==> src/design/frame_quarter_turn_rotator_core_assert.svh <==
// Assertion macros used by the rotator back end.
`ifndef FRAME_QUARTER_TURN_ROTATOR_CORE_ASSERT_SVH
`define FRAME_QUARTER_TURN_ROTATOR_CORE_ASSERT_SVH

// Same-cycle implication, sampled on clk, off during rst.
`define FQTR_ASSERT_IMP(label, ante, cons, msg) \
  label: assert property (@(posedge clk) disable iff (rst) (ante) |-> (cons)) \
    else $error(msg);

// Next-cycle implication, sampled on clk, off during rst.
`define FQTR_ASSERT_NXT(label, ante, cons, msg) \
  label: assert property (@(posedge clk) disable iff (rst) (ante) |=> (cons)) \
    else $error(msg);

`endif

==> src/design/fqtr_fifo.sv <==
// Small register-based FIFO used between rotator stages.
module fqtr_fifo #(
  parameter int W     = 1,
  parameter int DEPTH = 2
) (
  input  logic                         clk,
  input  logic                         rst,
  input  logic                         wr_en,
  input  logic [W-1:0]                 wr_data,
  output logic                         full,
  input  logic                         rd_en,
  output logic [W-1:0]                 rd_data,
  output logic                         empty,
  output logic [$clog2(DEPTH+1)-1:0]   count
);

  localparam int PW = (DEPTH > 1) ? $clog2(DEPTH) : 1;
  localparam int CW = $clog2(DEPTH + 1);

  logic [W-1:0]  slot [DEPTH];
  logic [PW-1:0] wr_ptr;
  logic [PW-1:0] rd_ptr;
  logic          wr_fire;
  logic          rd_fire;

  assign full    = (count == CW'(DEPTH));
  assign empty   = (count == '0);
  assign wr_fire = wr_en && !full;
  assign rd_fire = rd_en && !empty;
  assign rd_data = slot[rd_ptr];

  always_ff @(posedge clk) begin
    if (wr_fire) begin
      slot[wr_ptr] <= wr_data;
    end
  end

  always_ff @(posedge clk) begin
    if (rst) begin
      wr_ptr <= '0;
      rd_ptr <= '0;
      count  <= '0;
    end else begin
      if (wr_fire) begin
        wr_ptr <= (wr_ptr == PW'(DEPTH - 1)) ? '0 : wr_ptr + 1'b1;
      end
      if (rd_fire) begin
        rd_ptr <= (rd_ptr == PW'(DEPTH - 1)) ? '0 : rd_ptr + 1'b1;
      end
      count <= count + CW'(wr_fire) - CW'(rd_fire);
    end
  end

endmodule

==> config.mk <==
export PLATFORM = sky130hd
export DESIGN_NAME = fqtr_fifo
export DESIGN_NICKNAME = d
export VERILOG_FILES = /design/src/design/frame_quarter_turn_rotator_core_assert.svh /design/src/design/fqtr_fifo.sv
export SDC_FILE = /design/constraint.sdc
export NUM_CORES = 1
export LEC_CHECK = 0
export BUFFER_PORTS_ARGS = -buffer_cell sky130_fd_sc_hd__buf_2
export CORE_AREA = 4 4 41 43
export CTS_CLUSTER_DIAMETER = 150
export CTS_CLUSTER_SIZE = 16
export DETAILED_ROUTE_END_ITERATION = 10
export DIE_AREA = 0 0 45 47
export GPL_TIMING_DRIVEN = 0
export PLACE_DENSITY = 0.48
export SYNTH_ARGS = -nofsm -noshare
export SYNTH_HDL_FRONTEND = slang
export SYNTH_SLANG_ARGS = --single-unit
==> constraint.sdc <==
create_clock -name clk -period 3.88 [get_ports clk]
set_input_delay 0.776 -clock clk [delete_from_list [all_inputs] [get_ports clk]]
set_output_delay 0.776 -clock clk [all_outputs]
set_load 0.05 [all_outputs]
**After elaboration in Yosys (flattened, before gate mapping)**

Memory sizes are Yosys's and may differ from the RTL's. A register that Yosys moved wholly into a read port is not among the register bits.
Index checks and enable logic that the tools add are counted.

- Memory bits (writable): 2
- Input port bits: 5
- Memories kept: 1
- Logic and storage cells: 20
- Bits in registers: 4

- Multiplexer cells: 6
- Add/sub/neg operators: 4
- Equality and inequality tests: 1
- Reduce and logical (&&, ||, !) cells: 5

Memory list:

| name | words | width | rd ports | clocked after memory_dff | wr ports | RTL line | source |
|---|---|---|---|---|---|---|---|
| slot | 2 | 1 | 1 | 1 | 1 | fqtr_fifo.sv:20 | `logic [W-1:0] slot [DEPTH];` |

Operators with widths:

| operator | number |
|---|---|
| $mux 1 | 6 |
| $add 1x1->1 const B | 2 |
| $add 2x1->2 | 1 |
| $eq 2x2->1 const B | 1 |
| $logic_and 1x1->1 | 2 |
| $logic_not 1->1 | 2 |
| $logic_not 2->1 | 1 |
| $sub 2x1->2 | 1 |

**Logic depth before layout (Yosys ltp)**

Gate-level depths: netlist (run 1).

- Word-level depth: 5
- Depth in mapped cells: 8
- Mapped depth without buffers: 8

**Least setup slack after synthesis (run 1)**

No wires, ideal clock.

- Kind: flip-flop to output port
- Start point: register count[1]
- End point: output port empty
- Setup slack: 1.863 ns
- Path buffers: 0
- Arrival time: 1.241 ns
- Required time: 3.104 ns
- Stages on the path, launching flop included: 2
- Cell sequence: dfxtp_1 > nor2_1

- Cells in the longest elaborated chain, start to end: 1

Ends and longest elaborated chain:

| element | RTL line | source |
|---|---|---|
| from (decl) | fqtr_fifo.sv:14 | `output logic [$clog2(DEPTH+1)-1:0] count` |
| from (signal assigned) | fqtr_fifo.sv:50 | `count <= count + CW'(wr_fire) - CW'(rd_fire);` |
| $logic_not 2->1 | fqtr_fifo.sv:27 | `assign empty = (count == '0);` |
| to (decl) | fqtr_fifo.sv:13 | `output logic empty,` |

Every way passes these cells.

**Worst setup path in the final report (run 1)**

- Start point: register count[0]
- End point: output port full

- Cells in the longest elaborated chain, start to end: 1

Ends and longest elaborated chain:

| element | RTL line | source |
|---|---|---|
| $eq 2x2->1 | fqtr_fifo.sv:26 | `assign full = (count == CW'(DEPTH));` |
| to (decl) | fqtr_fifo.sv:10 | `output logic full,` |

Every way passes these cells.

==> impl_metrics.json, run 1 <==
{
  "outcome": "finished, final reports clean",
  "cts_root_buf": "clkbuf_4",
  "clock-sinks": 7,
  "vdd_drop_max_v": 0.0004576,
  "die_area_um2": 2115,
  "hold_path_depth": 2,
  "n_fill_cell": 147,
  "min_path_type": "flop to flop",
  "core_area_um2": 1301,
  "place.gp.congestion": 0.6178,
  "vias": 221,
  "rsz0062_at_grt": "false",
  "yosys_register_bits": 7,
  "crit_path_max_fanout": 5,
  "final_cell_area_um2": 395.4,
  "cts_buffers": 3,
  "grt_start_max_net_pins": 7,
  "clk_latency_ns": 0.24,
  "port_buffers": 9,
  "overflow": 0,
  "cp-start-kind": "flop",
  "leakagePower_nw": 0.1990,
  "fin_tns_setup_ns": 0,
  "antenna_found_initial": 0,
  "grt_pass1_wl_um": 869,
  "cap_viol_max_count": 0,
  "grt.total_usage_pct": 6.339,
  "placed_area_um2": 369.1,
  "die_y_um": 47,
  "post_cts_resized": 0,
  "antenna_left": 0,
  "die-width_um": 45,
  "cts_tree": "done",
  "drive_gt1_share_pct": 37.21,
  "final_hold_viol_count": 0,
  "powerDensity_nw_per_um2": 929.0,
  "synth_warnings": 0,
  "io_pins": 10,
  "drt_iter0_drc": 3,
  "syn_nets": 37,
  "layout_common_cells": "9 x buf_2, 5 x dfxtp_1, 4 x nor2_1",
  "worst_pin_slew_ns": 0.2490,
  "dp_hpwl_um": 408.1,
  "final_util_pct": 30.38,
  "drt_pass1_iterations": 2,
  "r2r-start": "count[0]",
  "clk_pin_slew_ns": 0.05,
  "drv_slew": 0,
  "synth.avg_cell_area_um2": 10.18,
  "first_global_vias": 219,
  "wirelength_um": 492,
  "synthCells": 30,
  "whs_endpoint": "wr_ptr",
  "drc": 0,
  "fin_worst_skew_ns": 0.001252,
  "required_ns": 3.10,
  "yosysUniqueCellTypes": 19,
  "endpoint_kind": "output pin",
  "netlist_area_um2": 305.3,
  "row_count": 13,
  "cts_setup_buffers": 0,
  "area_growth_pct": 29.51,
  "initial_utilization_pct": 23.46,
  "routedWlPerCell_um": 8.483,
  "htree_num_levels": 1,
  "clockBufferDepth": 2,
  "post_drt_via_cell_ratio": 3.810,
  "hold_buffers": 0,
  "hold_path_startpoint": "wr_ptr",
  "nNetsFinal": 51,
  "fmax_ghz": 0.5333,
  "fin_crit_ns": 1.875,
  "setup_violations": 0,
  "final_common_cell": "buf_2",
  "reg2reg_depth": 8,
  "crit_type": "flop to output pin",
  "n_antenna_cell": 0,
  "arrival_ns": 1.10,
  "slew_headroom_pct": 83.52,
  "crit_start": "count[0]",
  "rrSetupSlack_ns": 2.31,
  "finalCritPeriodShare_pct": 48.33,
  "ys_seq_area_share_pct": 52.46,
  "regToRegEndpoint": "count[1]"
}
[report_power, final]
group / switching (mW) / internal [mW] / total (mW)
registers: 0.0170 / 0.0991 / 0.116
clock network: 0.0250 / 0.0391 / 0.0641
logic: 0.130 / 0.0571 / 0.187
total: 0.172 / 0.195 / 0.367
[stage by stage]
step                total power [mW]  instances  hold slack (ns)  setup slack (ns)
detailed placement            0.3075         54           0.4742             1.904
global route                  0.4006         58           0.5073             1.930
floorplan                     0.2674         30           0.4515             1.863
finish                        0.3673         58           0.4807             2.005
global placement              0.3069         54           0.4847             1.904
CTS                           0.3744         58           0.4820             1.988
[kinds of logic (layout without fill, tap and decap cells)]
family                   count (synthesis)  after routing  synth area share (%)
XOR/XNOR                                 2              2                 5.739
AO/OA/AOI/OAI                            3              3                 5.735
adder cells (fa/ha/maj)                  2              2                 8.195
multiplexers                             1              1                 3.688
flip-flops                               7              7                 52.46
buffers and inverters                    4             17                 4.917
AND/OR/NAND/NOR                         11             11                 19.26
[routing by layer]
layer | vias up | global-route usage [%] | share of wire [%]
li1 | 123 | - | -
met1 | 87 | 5.963 | 42
met2 | 11 | 9.040 | 42
met3 | 0 | 7.280 | 15
met4 | 0 | 1.754 | 0
met5 | - | 0 | 0
[worst max-delay path: stages (launching register included)]
cell      delay, ns
dfxtp_1        0.34
nand2b_2       0.20
inv_2          0.06
buf_2          0.25
[layout make-up]
class	count	area [um2]	area share (%)
inverter	4	15.01	3.797
sequential	7	160.2	40.51
tap	15	18.77	4.747
timing repair buffer	9	45.04	11.39
multi-input combinational	19	130.1	32.91
clock buffer	4	26.28	6.646
[worst max path at each step]
stage,end,slack (ns),cells past startpoint
after floorplan,empty,1.86,1
after global placement,count[1],1.90,8
after detailed placement,count[1],1.90,8
after CTS,full,1.99,3
after global routing,full,1.93,3
final,full,2.00,3
[cell usage after synthesis]
cell type	count	area [um2]
nor2_1	4	15.01
nand2_1	1	3.750
inv_1	3	11.26
mux2_2	1	11.26
ha_1	2	25.02
and3_2	1	7.510
xor2_1	1	8.760
o21ai_0	1	5.000
xnor2_1	1	8.760
nor3_1	1	5.000
edfxtp_1	2	60.06
nor2b_1	1	6.260
a21oi_1	1	5.000
nand2b_2	1	8.760
dfxtp_1	5	100.1
or3_1	1	6.260
and2_1	1	6.260
o21a_1	1	7.510
inv_2	1	3.750
Note: power is estimated with default switching activity, not from simulation.
==> run 2: changes to the inputs <==
--- a/config.mk
+++ b/config.mk
@@ -5,6 +5,7 @@
 export SDC_FILE = /design/constraint.sdc
 export NUM_CORES = 1
 export LEC_CHECK = 0
+export ABC_AREA = 1
 export BUFFER_PORTS_ARGS = -buffer_cell sky130_fd_sc_hd__buf_2
 export CORE_AREA = 4 4 41 43
 export CTS_CLUSTER_DIAMETER = 150
@@ -12,7 +13,7 @@
 export DETAILED_ROUTE_END_ITERATION = 10
 export DIE_AREA = 0 0 45 47
 export GPL_TIMING_DRIVEN = 0
-export PLACE_DENSITY = 0.48
+export PLACE_DENSITY = 0.51
 export SYNTH_ARGS = -nofsm -noshare
 export SYNTH_HDL_FRONTEND = slang
 export SYNTH_SLANG_ARGS = --single-unit
==> constraint.sdc (replaced) <==
create_clock -name clk -period 1.8 [get_ports clk]
set_input_delay 0.36 -clock clk [delete_from_list [all_inputs] [get_ports clk]]
set_output_delay 0.36 -clock clk [all_outputs]
set_load 0.05 [all_outputs]
==> impl_metrics.json, run 2 <==
{
  "die-width_um": 45,
  "synth.most_common_cell": "inv_1",
  "critPathTopFamily": "adder cells",
  "die_y_um": 47,
  "cp-start-kind": "flop",
  "drc": 0,
  "synth_common_cells": "10 x inv_1, 7 x nand2_1, 6 x nor2_1",
  "clockBufferDepth": 2,
  "core_area_um2": 1301,
  "synth.area.top_cells": "dfxtp_1 29%, edfxtp_1 18%, inv_1 11%",
  "area_growth_pct": 28.47,
  "rsz0062_at_grt": "false",
  "drive_gt1_share_pct": 36.36,
  "grt_pass1_wl_um": 910,
  "design_power_total_mw": 0.8803,
  "clock-sinks": 7,
  "fin_tns_setup_ns": 0,
  "drt_iter0_drc": 8,
  "fin_worst_skew_ns": 0.004247,
  "finalCritPeriodShare_pct": 84.02,
  "n_antenna_cell": 0,
  "internal_power_mw": 0.4359,
  "nNetsFinal": 63,
  "cpMostUsedCell": "inv_1",
  "fmax_ghz": 0.6612,
  "required_ns": 1.94,
  "slowest_delay_ns": 0.37,
  "final_common_cell": "inv_1",
  "cts_buffers": 3,
  "cap_viol_max_count": 0,
  "antenna_left": 0,
  "worst_pin_slew_ns": 0.2496,
  "powerDensity_nw_per_um2": 1999,
  "post_cts_resized": 0,
  "cts_root_buf": "clkbuf_4",
  "synthArstFlopShare_pct": 0,
  "netlist_area_um2": 342.8,
  "synth_top_area_share_pct": 29.20,
  "die_area_um2": 2115,
  "hold_buffers": 0,
  "clk_latency_ns": 0.25,
  "synthCells": 42,
  "clk_pin_slew_ns": 0.06,
  "synth.avg_cell_area_um2": 8.163,
  "post_drt_via_cell_ratio": 3.814,
  "antenna_found_initial": 0,
  "layout_common_cells": "10 x inv_1, 9 x buf_2, 7 x nand2_1",
  "syn_nets": 49,
  "synth_warnings": 0,
  "crit_type": "flop to flop",
  "slew_headroom_pct": 83.48,
  "yosys_register_bits": 7,
  "netSwitchingFraction_pct": 50.48,
  "power_switching_mw": 0.4443,
  "synth_edf_count": 2,
  "arrival_ns": 1.65,
  "htree_num_levels": 1,
  "crit_chain": "inv_1, nand2_2, nand2_1, ha_1, inv_1, ha_1, inv_1, nand2_1, a21oi_1, nor2_1",
  "p_comb_share_pct": 53.9,
  "ys_seq_area_share_pct": 46.72,
  "sequentialPowerShare_pct": 30.0,
  "cts_setup_buffers": 0,
  "drt_pass1_iterations": 4,
  "crit_path_max_fanout": 4,
  "grt.total_usage_pct": 6.116,
  "outcome": "finished, final reports clean",
  "io_pins": 10,
  "drv_slew": 0,
  "first_global_vias": 231,
  "yosysUniqueCellTypes": 13,
  "synth_flop_cell": "dfxtp_1",
  "crit_buf_inv": 3,
  "synth_area_leader_cell": "dfxtp_1",
  "final_hold_viol_count": 0,
  "initial_utilization_pct": 26.35,
  "critPathSlowestCell": "dfxtp_2",
  "leakagePower_nw": 0.2341,
  "wirelength_um": 560,
  "port_buffers": 9,
  "cts_tree": "done",
  "row_count": 13,
  "clkPwrFrac_pct": 16.1,
  "min_path_type": "input pin to flop",
  "vdd_drop_max_v": 0.0008480,
  "endpoint_kind": "flop",
  "vias": 267,
  "grt_start_max_net_pins": 5,
  "overflow": 0,
  "dp_hpwl_um": 466.8,
  "setup_violations": 0,
  "place.gp.congestion": 0.7350,
  "fin_crit_ns": 1.512,
  "routedWlPerCell_um": 8.000
}
[run 2: changes by cell type after synthesis, sizes merged, moves of 3 or more]
cell   change
nand3      +3
nand2      +7
nor2       +5
inv        +6
[run 2: area by class of cell]
type / count / area, um2
multi-input cells: 25 / 150.1
clock buffers: 4 / 26.28
flip-flops and latches: 7 / 162.7
inverters: 10 / 37.54
fillers: 155 / 860.8
well taps: 15 / 18.77
repair buffers: 9 / 45.04
[run 2: worst paths after layout]
| kind | startpoint | end | slack [ns] | depth (start not counted) |
|---|---|---|---|---|
| max | count[0] | count[1] | 0.29 | 10 |
| max reg2reg | count[0] | count[1] | 0.29 | 10 |
| min | rst | count[0] | 0.27 | 2 |
| min reg2reg | rd_ptr | rd_ptr | 0.53 | 2 |
[run 2: layer usage]
layer	wire [um]	GRT usage (%)	up-vias
met5	0	0	-
met4	0	3.509	0
met3	60	2.682	0
met2	212	8.192	8
met1	286	8.083	107
li1	-	-	152
[run 2: through the flow]
stage	cell area [um2]	hold WS [ns]	util (%)	instances	setup WS (ns)
floorplan	350.3	0.4238	-	42	0.1103
global placement	414.1	0.5064	31.83	66	0.2812
detailed placement	414.1	0.5089	31.83	66	0.2909
CTS	440.4	0.2618	33.85	70	0.2737
global route	440.4	0.2757	33.85	70	0.09232
finish	440.4	0.2675	33.85	70	0.2877
[run 2: cell families after synthesis]
family / after synthesis / synth area share (%)
buffers and inverters: 10 / 10.95
multiplexers: 1 / 3.284
AO/OA/AOI/OAI: 2 / 2.920
adder cells (fa/ha/maj): 2 / 7.298
flip-flops: 7 / 46.72
AND/OR/NAND/NOR: 20 / 28.83
[run 2: power by group through the flow]
stage	logic (mW)	clock network [mW]	registers, mW
2_1_floorplan	0.319	0	0.339
3_3_place_gp	0.478	0	0.269
3_5_place_dp	0.479	0	0.268
4_1_cts	0.481	0.149	0.265
5_1_grt	0.531	0.155	0.273
6_report	0.474	0.142	0.264
==> run 3: changes to the inputs <==
==> constraint.sdc (replaced) <==
create_clock -name clk -period 1.5 [get_ports clk]
set_input_delay 0.3 -clock clk [delete_from_list [all_inputs] [get_ports clk]]
set_output_delay 0.3 -clock clk [all_outputs]
set_load 0.05 [all_outputs]
==> impl_metrics.json, run 3 (same netlist as run 2, synthesis figures left out) <==
{
  "clk_latency_ns": 0.25,
  "min_path_type": "input pin to flop",
  "grt_start_max_net_pins": 5,
  "final_common_cell": "buf_2",
  "critPathSlowestCell": "mux2_2",
  "fin_crit_ns": 1.385,
  "area_growth_pct": 41.97,
  "post_drt_via_cell_ratio": 4.070,
  "sequentialPowerShare_pct": 29.2,
  "initial_utilization_pct": 26.35,
  "final_hold_viol_count": 0,
  "slew_headroom_pct": 83.53,
  "first_global_vias": 237,
  "die_area_um2": 2115,
  "nNetsFinal": 64,
  "clockBufferDepth": 2,
  "design_power_total_mw": 1.147,
  "routedWlPerCell_um": 8.577,
  "drt_iter0_drc": 1,
  "n_fill_cell": 142,
  "p_comb_share_pct": 56.3,
  "vias": 289,
  "fmax_ghz": 0.7222,
  "row_count": 13,
  "final_cell_area_um2": 486.7,
  "crit_chain": "mux2_2, buf_2",
  "worst_pin_slew_ns": 0.2487,
  "cts_buffers": 3,
  "crit_path_max_fanout": 1,
  "setup_violations": 0,
  "vdd_drop_max_v": 0.001304,
  "die_y_um": 47,
  "dp_hpwl_um": 516.6,
  "drc": 0,
  "antenna_found_initial": 0,
  "clk_pin_slew_ns": 0.05,
  "drv_slew": 0,
  "clkPwrFrac_pct": 14.5,
  "crit_type": "flop to output pin",
  "fin_worst_skew_ns": 0.0007300,
  "cts_root_buf": "clkbuf_4",
  "cts_tree": "done",
  "overflow": 0,
  "port_buffers": 9,
  "io_pins": 10,
  "place.gp.congestion": 0.6948,
  "slowest_delay_ns": 0.32,
  "core_area_um2": 1301,
  "wirelength_um": 609,
  "required_ns": 1.20,
  "arrival_ns": 1.08,
  "powerDensity_nw_per_um2": 2356,
  "drive_gt1_share_pct": 50.00,
  "final-seq-area_um2": 167.7,
  "drt_pass1_iterations": 4,
  "internal_power_mw": 0.5700,
  "clock-sinks": 7,
  "crit_buf_inv": 1,
  "die-width_um": 45,
  "netSwitchingFraction_pct": 50.28,
  "cp-start-kind": "flop",
  "critPathTopFamily": "multiplexers",
  "power_switching_mw": 0.5765,
  "grt_pass1_wl_um": 959,
  "layout_common_cells": "9 x buf_2, 8 x inv_1, 6 x nor2_1",
  "multi_input_area_um2": 183.9,
  "endpoint_kind": "output pin",
  "hold_buffers": 0,
  "finalCritPeriodShare_pct": 92.31,
  "placed_area_um2": 419.2,
  "leakagePower_nw": 0.2425,
  "outcome": "finished, final reports clean",
  "cap_viol_max_count": 0,
  "grt.total_usage_pct": 7.222,
  "htree_num_levels": 1,
  "antenna_left": 0,
  "n_antenna_cell": 0
}
-- run 3: area by class of cell --
class	count	share of cell area [%]
inverters	10	7.712
repair buffers	10	10.80
well taps	15	3.856
clock buffers	4	5.398
flip-flops and latches	7	34.45
multi-input cells	25	37.79
-- run 3: routing by layer --
| layer | part of all wire [%] | GRT usage [%] | up-vias |
|---|---|---|---|
| met5 | 0 | 0 | - |
| met1 | 40 | 7.604 | 121 |
| met4 | 0 | 3.509 | 0 |
| met2 | 49 | 9.605 | 10 |
| li1 | - | - | 158 |
| met3 | 11 | 6.897 | 0 |
-- run 3: metrics by stage --
stage | std cells | setup TNS (ns) | setup WS [ns] | hold slack (ns) | utilization [%]
2_1_floorplan | 42 | -0.1664 | -0.1375 | 0.3616 | -
3_3_place_gp | 66 | 0 | 0.03711 | 0.4630 | 32.21
3_5_place_dp | 66 | 0 | 0.01664 | 0.4688 | 32.21
4_1_cts | 70 | 0 | 0.001645 | 0.1990 | 34.23
5_1_grt | 71 | -0.001012 | -0.001012 | 0.2043 | 37.40
6_report | 71 | 0 | 0.1153 | 0.2096 | 37.40
-- run 3: power groups by stage --
| stage | clock network [mW] | registers [mW] | logic, mW |
|---|---|---|---|
| final | 0.166 | 0.335 | 0.646 |
| after global routing | 0.190 | 0.345 | 0.706 |
| after global placement | 0 | 0.332 | 0.575 |
| after floorplan | 0 | 0.418 | 0.383 |
| after CTS | 0.178 | 0.329 | 0.583 |
| after detailed placement | 0 | 0.332 | 0.581 |
-- run 3: path summary, 6_finish.rpt --
path / from / endpoint / slack, ns / cells after the start
max: flop / rd_data / 0.12 / 2
min: rst / count[0] / 0.21 / 2
max reg2reg: count[0] / count[1] / 0.12 / 10
min reg2reg: rd_ptr / rd_ptr / 0.51 / 2
-- run 3: timing repair --
item	4_1_cts	5_1_grt
setup buffers	0	1
resized for setup	0	9
endpoints found under the setup margin	0	1
