### src/design/frame_quarter_turn_rotator_core_assert.svh
// Assertion macros used by the rotator back end.
`ifndef FRAME_QUARTER_TURN_ROTATOR_CORE_ASSERT_SVH
`define FRAME_QUARTER_TURN_ROTATOR_CORE_ASSERT_SVH

// Same-cycle implication, sampled on clk, off during rst.
`define FQTR_ASSERT_IMP(label, ante, cons, msg) \
  label: assert property (@(posedge clk) disable iff (rst) (ante) |-> (cons)) \
    else $error(msg);

// Next-cycle implication, sampled on clk, off during rst.
`define FQTR_ASSERT_NXT(label, ante, cons, msg) \
  label: assert property (@(posedge clk) disable iff (rst) (ante) |=> (cons)) \
    else $error(msg);

`endif

### src/design/fqtr_pkg.sv
// Shared types and constants of the frame quarter-turn rotator.
package fqtr_pkg;

  localparam int PIX_W        = 32;
  localparam int SIDE_W       = 7;
  localparam int TURN_W       = 2;
  localparam int IDX_W        = 2;
  localparam int MAX_SIDE_DEF = 64;
  localparam int CMD_DEPTH    = 2;
  localparam int OUT_DEPTH    = 2;

  typedef logic [PIX_W-1:0]  pixel_t;
  typedef logic [SIDE_W-1:0] side_t;
  typedef logic [TURN_W-1:0] turn_t;
  typedef logic [IDX_W-1:0]  reg_idx_t;

  localparam reg_idx_t REG_WIDTH  = 2'd0;
  localparam reg_idx_t REG_HEIGHT = 2'd1;
  localparam reg_idx_t REG_TURN   = 2'd2;

  localparam turn_t TURN_0   = 2'd0;
  localparam turn_t TURN_90  = 2'd1;
  localparam turn_t TURN_180 = 2'd2;
  localparam turn_t TURN_270 = 2'd3;

  localparam logic MODE_LOAD = 1'b0;
  localparam logic MODE_EMIT = 1'b1;

  localparam side_t SIDE_RST = 7'd64;

endpackage

### src/design/fqtr_front.sv
// Front end: config registers, load/emit counters and store address generation.
module fqtr_front #(
  parameter int MAX_SIDE = fqtr_pkg::MAX_SIDE_DEF
) (
  input  logic                 clk,
  input  logic                 rst,
  input  logic                 cfg_valid,
  output logic                 cfg_ready,
  input  fqtr_pkg::reg_idx_t   cfg_index,
  input  fqtr_pkg::side_t      cfg_data,
  input  logic                 push,
  input  logic                 mode,
  input  fqtr_pkg::pixel_t     pixel_in,
  input  logic                 cmd_full,
  output logic                 cmd_wr,
  output logic                 cmd_rd,
  output logic                 cmd_last,
  output logic [((MAX_SIDE > 1) ? $clog2(MAX_SIDE*MAX_SIDE) : 1)-1:0] cmd_addr,
  output fqtr_pkg::pixel_t     cmd_data
);

  import fqtr_pkg::*;

  localparam int SIDE_CAP = (1 << SIDE_W) - 1;
  localparam int SIDE_LIM = (MAX_SIDE < SIDE_CAP) ? MAX_SIDE : SIDE_CAP;
  localparam int CW       = (SIDE_LIM > 1) ? $clog2(SIDE_LIM) : 1;
  localparam int AW       = (MAX_SIDE > 1) ? $clog2(MAX_SIDE * MAX_SIDE) : 1;
  localparam int PW       = 2 * SIDE_W;
  localparam int MW       = (AW > PW) ? AW : PW;

  side_t         frame_width;
  side_t         frame_height;
  turn_t         turn;
  logic [AW-1:0] load_count;
  logic [AW-1:0] load_count_next;
  logic [CW-1:0] out_col;
  logic [CW-1:0] out_row;
  logic [CW-1:0] out_col_next;
  logic [CW-1:0] out_row_next;

  side_t         w, h, ow, oh;
  side_t         xs, ys, sx, sy;
  logic [CW-1:0] x, y;
  logic [PW-1:0] size;
  logic [MW-1:0] ld_base;
  logic [MW-1:0] ld_inc;
  logic [PW-1:0] lin;
  logic [MW-1:0] rd_idx;
  logic          swaps;
  logic          wrap;
  logic          x_end;
  logic          y_end;
  logic          accept;

  function automatic side_t clamp_side(input side_t v);
    side_t r;
    if (v == '0) begin
      r = side_t'(1);
    end else if (v > side_t'(SIDE_LIM)) begin
      r = side_t'(SIDE_LIM);
    end else begin
      r = v;
    end
    return r;
  endfunction

  assign cfg_ready = 1'b1;
  assign accept    = push && !cmd_full;

  always_comb begin
    w     = clamp_side(frame_width);
    h     = clamp_side(frame_height);
    size  = PW'(w) * PW'(h);
    swaps = (turn == TURN_90) || (turn == TURN_270);
    ow    = swaps ? h : w;
    oh    = swaps ? w : h;

    // load side: restart past frame end, then post-increment with wrap
    ld_base = (MW'(load_count) >= MW'(size)) ? '0 : MW'(load_count);
    ld_inc  = ld_base + MW'(1);
    load_count_next = (ld_inc >= MW'(size)) ? '0 : ld_inc[AW-1:0];

    // emit side
    wrap = (side_t'(out_col) >= ow) || (side_t'(out_row) >= oh);
    x    = wrap ? '0 : out_col;
    y    = wrap ? '0 : out_row;
    xs   = side_t'(x);
    ys   = side_t'(y);

    case (turn)
      TURN_90: begin
        sx = ys;
        sy = h - 1'b1 - xs;
      end
      TURN_180: begin
        sx = w - 1'b1 - xs;
        sy = h - 1'b1 - ys;
      end
      TURN_270: begin
        sx = w - 1'b1 - ys;
        sy = xs;
      end
      default: begin
        sx = xs;
        sy = ys;
      end
    endcase

    lin    = PW'(sy) * PW'(w) + PW'(sx);
    rd_idx = MW'(lin);

    x_end = (xs == ow - 1'b1);
    y_end = (ys == oh - 1'b1);
    if (x_end) begin
      out_col_next = '0;
      out_row_next = y_end ? '0 : y + 1'b1;
    end else begin
      out_col_next = x + 1'b1;
      out_row_next = y;
    end
  end

  assign cmd_wr   = accept;
  assign cmd_rd   = (mode == MODE_EMIT);
  assign cmd_last = (mode == MODE_EMIT) && x_end && y_end;
  assign cmd_addr = (mode == MODE_EMIT) ? rd_idx[AW-1:0] : ld_base[AW-1:0];
  assign cmd_data = pixel_in;

  always_ff @(posedge clk) begin
    if (rst) begin
      frame_width  <= SIDE_RST;
      frame_height <= SIDE_RST;
      turn         <= TURN_0;
      load_count   <= '0;
      out_col      <= '0;
      out_row      <= '0;
    end else begin
      if (cfg_valid && cfg_ready) begin
        case (cfg_index)
          REG_WIDTH:  frame_width  <= cfg_data;
          REG_HEIGHT: frame_height <= cfg_data;
          REG_TURN:   turn         <= cfg_data[TURN_W-1:0];
          default: begin
          end
        endcase
      end
      if (accept) begin
        if (mode == MODE_EMIT) begin
          out_col <= out_col_next;
          out_row <= out_row_next;
        end else begin
          load_count <= load_count_next;
        end
      end
    end
  end

endmodule

### config.mk
export PLATFORM = sky130hd
export DESIGN_NAME = fqtr_front
export DESIGN_NICKNAME = d
export VERILOG_FILES = /design/src/design/frame_quarter_turn_rotator_core_assert.svh /design/src/design/fqtr_pkg.sv /design/src/design/fqtr_front.sv
export SDC_FILE = /design/constraint.sdc
export NUM_CORES = 1
export LEC_CHECK = 0
export BUFFER_PORTS_ARGS = -buffer_cell sky130_fd_sc_hd__buf_2
export CORE_UTILIZATION = 40
export DETAILED_ROUTE_END_ITERATION = 10
export GPL_TIMING_DRIVEN = 0
export PLACE_DENSITY = 0.55
export SYNTH_ARGS = -nofsm -noshare
export SYNTH_HDL_FRONTEND = slang
export SYNTH_SLANG_ARGS = --single-unit
### constraint.sdc
create_clock -name clk -period 11.9 [get_ports clk]
set_input_delay 1.19 -clock clk [delete_from_list [all_inputs] [get_ports clk]]
set_output_delay 1.19 -clock clk [all_outputs]
set_load 0.03 [all_outputs]
Yosys cells after proc, flatten, opt, wreduce, memory -nomap -nowiden
Cells that the tools add are included.
{"block": "totals", "register_bits": 40, "inputBits": 47}
{"block": "op_classes", "add_sub_neg": 12, "multipliers": 2, "n_lt_le_gt_ge": 6, "eq_ne": 7, "mux": 16, "bitwise": 1, "n_reduce_logical": 14}
{"cell": "two-way mux 7 bit", "n": 6}
{"cell": "case mux 7 bit (3 select lines)", "n": 2}
{"cell": "two-way mux 12 bit", "n": 3}
{"cell": "two-way mux 6 bit", "n": 5}
{"cell": "subtractor 7 x 1 -> 7 bit (second input constant)", "n": 4}
{"cell": "subtractor 7 x 6 -> 7 bit", "n": 4}
{"cell": "equality test 6 x 7 -> 1 bit", "n": 2}
{"cell": "greater-or-equal comparator 12 x 14 -> 1 bit", "n": 1}
{"cell": "greater-or-equal comparator 13 x 14 -> 1 bit", "n": 1}
{"cell": "greater-or-equal comparator 6 x 7 -> 1 bit", "n": 2}
{"cell": "> comparator 7 bit (second input constant)", "n": 2}
{"cell": "zero test 7 bit", "n": 2}
{"cell": "multiplier 7 x 7 -> 14 bit", "n": 1}
{"cell": "adder 12 x 1 -> 13 bit (second input constant)", "n": 1}
{"cell": "adder 12 x 7 -> 12 bit", "n": 1}
{"cell": "adder 6 x 1 -> 6 bit (second input constant)", "n": 2}
{"cell": "multiplier 7 x 7 -> 12 bit", "n": 1}
{"cell": "AND reduction 2 bit", "n": 5}
{"cell": "equality test 2 bit (second input constant)", "n": 3}
{"cell": "equality test 2 x 1 -> 1 bit (second input constant)", "n": 2}
{"cell": "logical AND 1 bit", "n": 3}
{"cell": "zero test 2 bit", "n": 1}
{"cell": "logical OR 1 bit", "n": 2}
{"cell": "zero test 1 bit", "n": 1}
{"cell": "inverter 1 bit", "n": 1}

Longest topological paths before layout
Gate-level depths: netlist of run 1.
{"block": "logic_depth", "ltp_word": 12, "ltp_mapped": 46, "depth_no_buf": 42}

Worst setup path before layout of run 1
OpenSTA, ideal clock, no wires.
{"block": "synth_timing", "kind": "register to output", "startpoint": "reg turn[1]", "endpoint": "out cmd_addr[11] (netlist name)", "t_arrival_ns": 9.026, "path_slack_ns": 1.684, "path_stages_with_launch": 43, "n_path_buf": 6, "path_cell_list": "dfxtp_1 inv_1 ha_1 buf_4 or2_1 buf_6 buf_2 o22a_1 a21boi_1 inv_1 ha_1 nand2b_1 a211oi_1 o21ai_0 a32oi_2 and2_1 clkbuf_1 clkbuf_1 [7 not listed] o31ai_1 a22oi_1 nor2_1 fa_1 inv_1 fa_1 inv_1 fa_1 inv_1 fa_1 inv_1 ha_1 a21oi_1 o21ai_0 a21o_1 a21oi_1 xnor3_1 mux2i_1"}
{"block": "synth_between", "elab_chain_len": 11, "elab_cells_between_ends": 20, "classes_between": "5 x add/sub; 1 x mul; 2 x order compare; 3 x eq/ne; 7 x mux; 2 x reduce/logical"}
{"element": "start: declaration", "line_no": "fqtr_front.sv:33", "rtl": "turn_t turn;"}
{"element": "start signal: assignment", "line_no": "fqtr_front.sv:142", "rtl": "REG_TURN: turn <= cfg_data[TURN_W-1:0];"}
{"element": "equality test 2 x 1 -> 1 bit or equality test 2 bit (tied branches)", "line_no": "fqtr_front.sv:74, fqtr_front.sv:90"}
{"element": "logical OR 1 bit", "line_no": "fqtr_front.sv:74", "rtl": "swaps = (turn == TURN_90) || (turn == TURN_270);"}
{"element": "two-way mux 7 bit, on equally long branches", "line_no": "fqtr_front.sv:75, fqtr_front.sv:76"}
{"element": "greater-or-equal comparator 6 x 7 -> 1 bit", "line_no": "fqtr_front.sv:84", "rtl": "wrap = (side_t'(out_col) >= ow) || (side_t'(out_row) >= oh);"}
{"element": "logical OR 1 bit", "line_no": "fqtr_front.sv:84"}
{"element": "two-way mux 6 bit, on equally long branches", "line_no": "fqtr_front.sv:86, fqtr_front.sv:85"}
{"element": "subtractor 7 x 6 -> 7 bit, on equally long branches", "line_no": "fqtr_front.sv:97, fqtr_front.sv:93"}
{"element": "case mux 7 bit (3 select lines)", "line_no": "fqtr_front.sv:90", "rtl": "case (turn)"}
{"element": "multiplier 7 x 7 -> 12 bit", "line_no": "fqtr_front.sv:109", "rtl": "lin = PW'(sy) * PW'(w) + PW'(sx);"}
{"element": "adder 12 x 7 -> 12 bit *", "line_no": "fqtr_front.sv:109"}
{"element": "two-way mux 12 bit *", "line_no": "fqtr_front.sv:126", "rtl": "assign cmd_addr = (mode == MODE_EMIT) ? rd_idx[AW-1:0] : ld_base[AW-1:0];"}
{"element": "end: declaration", "line_no": "fqtr_front.sv:18", "rtl": "output logic [((MAX_SIDE > 1) ? $clog2(MAX_SIDE*MAX_SIDE) : 1)-1:0] cmd_addr,"}
Mark *: on every way between the ends. The rest lies on a longest branch, timed or not.

Worst setup path after layout of run 1
Ends and elaborated chain as after synthesis.

==> results of run 1 <==
==> through the flow <==
stage	total power [mW]	utilization [%]	cell area, um2	TNS, ps	hold WS [ps]
finish	0.410	45.3	9320	0	507
floorplan	0.235	-	8510	0	453
global placement	0.268	44.5	9150	-57.4	488
global route	0.428	45.3	9310	0	522
CTS	0.411	45.2	9290	0	506
detailed placement	0.268	44.5	9150	-90.3	494
==> synthesized netlist by cell type (20+ instances only) <==
library cell	n	area, um2
fa_1	56	1120
nor2b_1	20	125
o21ai_0	47	235
a21oi_1	51	255
ha_1	116	1450
nor2_1	131	492
buf_4	35	263
mux2i_1	28	280
dfxtp_1	40	801
and2_1	24	150
nand2b_1	26	163
inv_1	98	368
clkbuf_1	41	154
xnor2_1	32	280
nand2_1	105	394
==> critical path, delay by kind of cell (launching register included) <==
kind,cells,cell delay [ps]
fa+ha+maj,8,3070
flops,1,440
buf+inv,12,1750
compound gates,14,3030
simple gates,6,1140
xor+xnor,1,250
mux,1,150
==> sequential cells by signal, indices dropped and copies added, names as in the netlist <==
name / count
out_col: 6
frame_width: 7
out_row: 6
load_count: 12
frame_height: 7
turn: 2
==> power by group through the flow <==
| stage | combinational, mW | sequential, mW | clock [mW] |
|---|---|---|---|
| finish | 0.128 | 0.139 | 0.142 |
| global route | 0.140 | 0.140 | 0.149 |
| CTS | 0.127 | 0.139 | 0.145 |
| detailed placement | 0.126 | 0.142 | 0 |
| global placement | 0.126 | 0.142 | 0 |
| floorplan | 0.0942 | 0.141 | 0 |
==> layout by cell type, fill, tap and decap left out, types with 35 or more instances in the layout <==
cell type / Yosys / layout
buf_4: 35 / 35
buf_2: 6 / 66
o21ai_0: 47 / 47
dfxtp_1: 40 / 40
ha_1: 116 / 116
inv_1: 98 / 98
nor2_1: 131 / 130
clkbuf_1: 41 / 39
nand2_1: 105 / 105
a21oi_1: 51 / 50
fa_1: 56 / 56
==> worst max-delay path by stage <==
stage / startpoint / endpoint / slack, ps / cells past startpoint
after global routing: turn[0] / cmd_addr[11] / 60 / 41
after global placement: frame_width[2] / cmd_addr[11] / -60 / 40
after CTS: turn[0] / cmd_addr[11] / 20 / 42
after floorplan: turn[1] / cmd_addr[11] / 1680 / 42
final: turn[1] / cmd_addr[11] / 550 / 42
after detailed placement: frame_width[3] / cmd_addr[11] / -90 / 40
==> routing by layer <==
layer | wire length (um) | vias to the layer above | track usage (%) | share of wire (%)
met4 | 365 | 0 | 5.52 | 1.5
met3 | 1350 | 22 | 3.36 | 5.7
met1 | 11600 | 3692 | 32.1 | 49
met2 | 10500 | 224 | 34.0 | 44
li1 | - | 3855 | - | -
met5 | 0 | - | 0 | 0
==> layout make-up <==
| cell class | instances | area (um2) |
|---|---|---|
| clock inverters | 2 | 12.5 |
| inverters | 101 | 379 |
| multi-input cells | 868 | 6850 |
| diodes | 2 | 5.00 |
| plain buffers | 90 | 503 |
| fillers | 2150 | 11200 |
| flip-flops and latches | 40 | 801 |
| well taps | 270 | 338 |
| repair buffers | 60 | 300 |
| clock buffers | 5 | 125 |
==> kinds of logic (layout without fill, tap and decap cells) <==
| kind of cell | count (synthesis) | after routing |
|---|---|---|
| AOI/OAI and AO/OA | 211 | 211 |
| and+or+nand+nor | 392 | 392 |
| buffers and inverters | 192 | 258 |
| DFF | 40 | 40 |
| xor gates and xnor gates | 53 | 53 |
| muxes | 39 | 39 |
| other | 1 | 3 |
| adders and majority gates | 172 | 172 |
==> repair_timing <==
action	CTS	global route
cloned	0	0
hold buffers	0	0
endpoints found under the setup margin	3	4
resized for setup	3	5
==> results.cfg, run 1 <==
[setup_path]
r2r_end = load_count[4]
endpoint_kind = output port
worst_path_largest_cell_delay_ps = 530
r2r_start = frame_width[2]
crit_top_cell = inv_1
critPathKind = reg2out
critPathArrivalTime_ps = 10160
rrSetupSlack_ps = 1590
worst_ep_required_time_ps = 10710
crit_fanout = 10
critPathLaunchType = flop
rr_worst_depth = 38
cp_slowest_cell = fa_1

[drt]
vias_per_cell = 5.42
wl_per_cell_um = 16.5
wl_mm = 23.8
first_pass_iters = 5
route.detailed.drc = 0
vias = 7793
drt_iter0_markers = 627
postRouteAntennaNets = 0

[timing]
worstMarginPinSlew_ps = 1080
post-route-period-util_pct = 95.3
min_period_ps = 11350
rsz0062_at_grt = no
skew_ps = 16.3
timing.slew.headroom_pct = 27.5
hold_violations = 0
finalMaxSlewViolations = 0
setup_viol = 0
setup_slack_ps = 555
clock.fmax_ghz = 0.0881

[pwr]
leakagePower_nw = 4.39
pwr-share-seq_pct = 34.0
p_switching_mw = 0.150
swShare_pct = 36.6
p_clk_share_pct = 34.7
p_comb_share_pct = 31.3
p_int_mw = 0.260
ir_drop_uv = 46.5
powerDensity_mw_per_mm2 = 44.0

[synthesis]
yosys_register_bits = 40
yosys.area_share.xor_xnor_pct = 5.78
muxShareOfSynthArea_pct = 4.91
yosysWarnings = 0
syn-cell-area_mm2 = 0.00851
synth_edf_count = 0
seq_area_frac_synth_pct = 9.41
synth_simple_gate_area_share_pct = 22.5
async_flop_share_pct = 0
synth_cell_types = 81
synthFlopType = dfxtp_1
syn_inst = 1100
synth_nets = 1319
synth.avg_cell_area_um2 = 7.73
synth_compound_area_share_pct = 16.7
synth_top_family_by_area = adder cells
synthAdderAreaFrac_pct = 30.2

[min_path]
holdPathStages = 2
worst_hold_path_type = reg2reg
whs_endpoint = load_count[11]
hold_start = load_count[11]

[global_routing]
grt_max_degree = 13
grt_pass1_vias = 7160
grt_first_pass_wirelength_mm = 37.7
grt_use_total_pct = 22.1
antenna_found_initial = 1
grt_overflow = 0

[placed_design]
gp_congestion = 0.919
dp_cells = 1430
place_hpwl_mm = 19.4
place_ws_ps = -90.3
portBuffers = 60

[die]
num_io_pins = 95
coreArea_mm2 = 0.0206
dieWidth_um = 148
dieArea_mm2 = 0.0219
die_h_um = 148
core.rowCount = 52
start_util_pct = 41.4

[flow_run]
cap_violations = 0

[clocking]
clk_path_buf_depth = 2
cts_tree = done
cts_sinks = 40
cts-root-buf = clkbuf_16
clk_latency_ps = 310
cts_made_buffers = 5
cts-htree-levels = 2
clkTransAtPathRegs_ps = 70
cts_setup_buffers = 0

[final_layout]
drive_gt1_share_pct = 13.0
syn_to_final_growth_pct = 9.50
fin_nets = 1385
stdcell_count = 1438

[run_status]
status = finished clean
Note: power is estimated with default switching activity, not from simulation.
==> inputs of run 2 (changes only) <==
ABC_AREA = 1   (was not set)
==> run 2 against run 1 <==
Effect of this change:
- sequential share of layout area is 0.097 points higher
- critical path depth is 13 higher
- final area is 1.1% lower
- die area is 0.77% lower
- count of clock-buffer cells in the layout stayed put
- critical path type unchanged
- critical endpoint unchanged
==> results.cfg, run 2 <==
[clocking]
ctsResizeCount = 0
cts_made_buffers = 5
cts-htree-levels = 2
cts_setup_buffers = 0
clk_latency_ps = 310
clkTransAtPathRegs_ps = 70
cts_sinks = 40
ctsHoldBuffers = 0
clk_path_buf_depth = 2
cts_tree = done
cts-root-buf = clkbuf_16

[min_path]
hold_start = frame_height[5]
worst_hold_path_type = reg2reg

[timing]
hold_violations = 0
worstMarginPinSlew_ps = 817
setup-tns-final_ps = 0
finalMaxSlewViolations = 0
skew_ps = 7.43
setup_viol = 0
post-route-period-util_pct = 92.0
timing.slew.headroom_pct = 45.5
min_period_ps = 10950
clock.fmax_ghz = 0.0913
rsz0062_at_grt = no

[synthesis]
muxShareOfSynthArea_pct = 0
synth.avg_cell_area_um2 = 6.65
synth_common_cells = nand2_1, inv_1, nor2_1, ha_1, o21ai_0
synth_top_area_share_pct = 17.2
synthFlopType = dfxtp_1
yosys.area.top_type = ha_1
seq_area_frac_synth_pct = 9.49
synth_compound_area_share_pct = 11.8
yosys_register_bits = 40
yosys.area_share.xor_xnor_pct = 4.03
yosysWarnings = 0
synthTopCellsByArea = ha_1, fa_1, nand2_1
synthAdderAreaFrac_pct = 30.5
post-synth-top-count-cell = nand2_1
synth_nets = 1488
synth_top_family_by_area = adder cells
syn_inst = 1269
synth_simple_gate_area_share_pct = 28.9
syn-cell-area_mm2 = 0.00844
synth_cell_types = 52
async_flop_share_pct = 0
synth_edf_count = 0

[pwr]
swShare_pct = 42.2
p_int_mw = 0.287
pwr-share-seq_pct = 28.1
p_switching_mw = 0.209
p_comb_share_pct = 42.7
p_clk_share_pct = 29.2
leakagePower_nw = 4.86
powerDensity_mw_per_mm2 = 53.9
ir_drop_uv = 49.8

[drt]
postRouteAntennaNets = 0
drt_iter0_markers = 436
wl_mm = 23.7
route.detailed.drc = 0
vias_per_cell = 4.97
first_pass_iters = 5
wl_per_cell_um = 14.7
vias = 7980

[placed_design]
portBuffers = 59
place_hpwl_mm = 19.9
gp_congestion = 0.914

[global_routing]
antenna_found_initial = 0
grt_pass1_vias = 7368
grt_overflow = 0
grt_use_total_pct = 22.7
grt_max_degree = 13
grt_first_pass_wirelength_mm = 38.8

[final_layout]
n_antenna_cell = 0
most-common-layout-cells = nand2_1, inv_1, nor2_1
top_register = load_count
largest_reg_flops = 12
regArea_um2 = 801
fin_nets = 1554
multi_input_area_mm2 = 0.00635
fillers = 2228
final_util_pct = 45.1
reg_top3 = load_count x12, frame_height x7, frame_width x7
syn_to_final_growth_pct = 9.13
drive_gt1_share_pct = 13.6
final_common_cell = nand2_1

[setup_path]
worst_path_largest_cell_delay_ps = 550
r2r_start = frame_width[6]
cp_slowest_cell = fa_1
critPathArrivalTime_ps = 9760
worst_ep_required_time_ps = 10710
crit_top_cell = nand2_1
crit_fanout = 10
critPathKind = reg2out
critPathLaunchType = flop
endpoint_kind = output port
startpoint = turn[0]

[die]
start_util_pct = 41.3
die_h_um = 147
num_io_pins = 95
core.rowCount = 52
dieArea_mm2 = 0.0217
dieWidth_um = 147
coreArea_mm2 = 0.0204

[flow_run]
cap_violations = 0

[run_status]
status = finished clean
[run 2: cell types whose count changed in the layout (fill, tap and decap cells not counted), sizes merged, moves of 20 or more]
cell and delta:
nor2b -20, mux2i -29, inv +129, o21ai +36, nand2 +171, and2 -22, clkbuf -24, nand2b -26
xnor2 -24, nand3 +61, nor2 +28
[run 2: cell type report]
cell class	count	share of cell area (%)
well taps	270	3.67
clock inverters	2	0.136
repair buffers	59	3.21
inverters	231	9.41
clock buffers	5	1.36
flip-flops and latches	40	8.69
multi-input cells	933	69.0
plain buffers	65	4.54
[run 2: logic make-up (layout without fill, tap and decap cells)]
kind of cell,after synthesis,count (layout)
simple gates,548,548
buf+inv,296,362
compound gates,174,174
fa+ha+maj,172,172
flops,40,40
xor+xnor,38,38
other cells,1,1
[run 2: worst paths after layout]
path,endpoint,slack [ps],cells past startpoint
min reg2reg,frame_height[5],480,2
max reg2reg,load_count[5],3270,50
min,frame_height[5],480,2
max,cmd_addr[11],950,55
[run 2: worst max-delay path: cells and delay by family (launching register included)]
family / cells / cell delay [ps]
buffers and inverters: 13 / 1510
xor gates and xnor gates: 1 / 170
adders and majority gates: 8 / 3170
AOI/OAI and AO/OA: 14 / 2500
and+or+nand+nor: 19 / 1740
DFF: 1 / 330
[run 2: power by group through the flow]
stage               Sequential [mW]  Clock [mW]  Combinational [mW]
floorplan                     0.142           0               0.160
global placement              0.143           0               0.211
detailed placement            0.143           0               0.211
CTS                           0.140       0.148               0.213
global route                  0.140       0.152               0.238
finish                        0.140       0.145               0.212
[run 2: per-layer routing]
layer  vias to the layer above  global-route usage (%)  share of wire, %
met3                        19                    2.67               4.3
met5                         -                       0                 0
met1                      3676                    33.4                50
met4                         0                    4.95               1.4
li1                       4101                       -                 -
met2                       184                    35.2                44
[run 2: stage by stage]
step                      cell area (um2)  setup WS, ps  cells  hold slack [ps]  power [mW]
after detailed placement             9070          1310   1598              466       0.354
after global placement               9070          1290   1598              458       0.353
after floorplan                      8440          2660   1269              445       0.302
final                                9210           950   1605              477       0.497
after CTS                            9210           929   1605              477       0.500
after global routing                 9210           166   1605              512       0.530
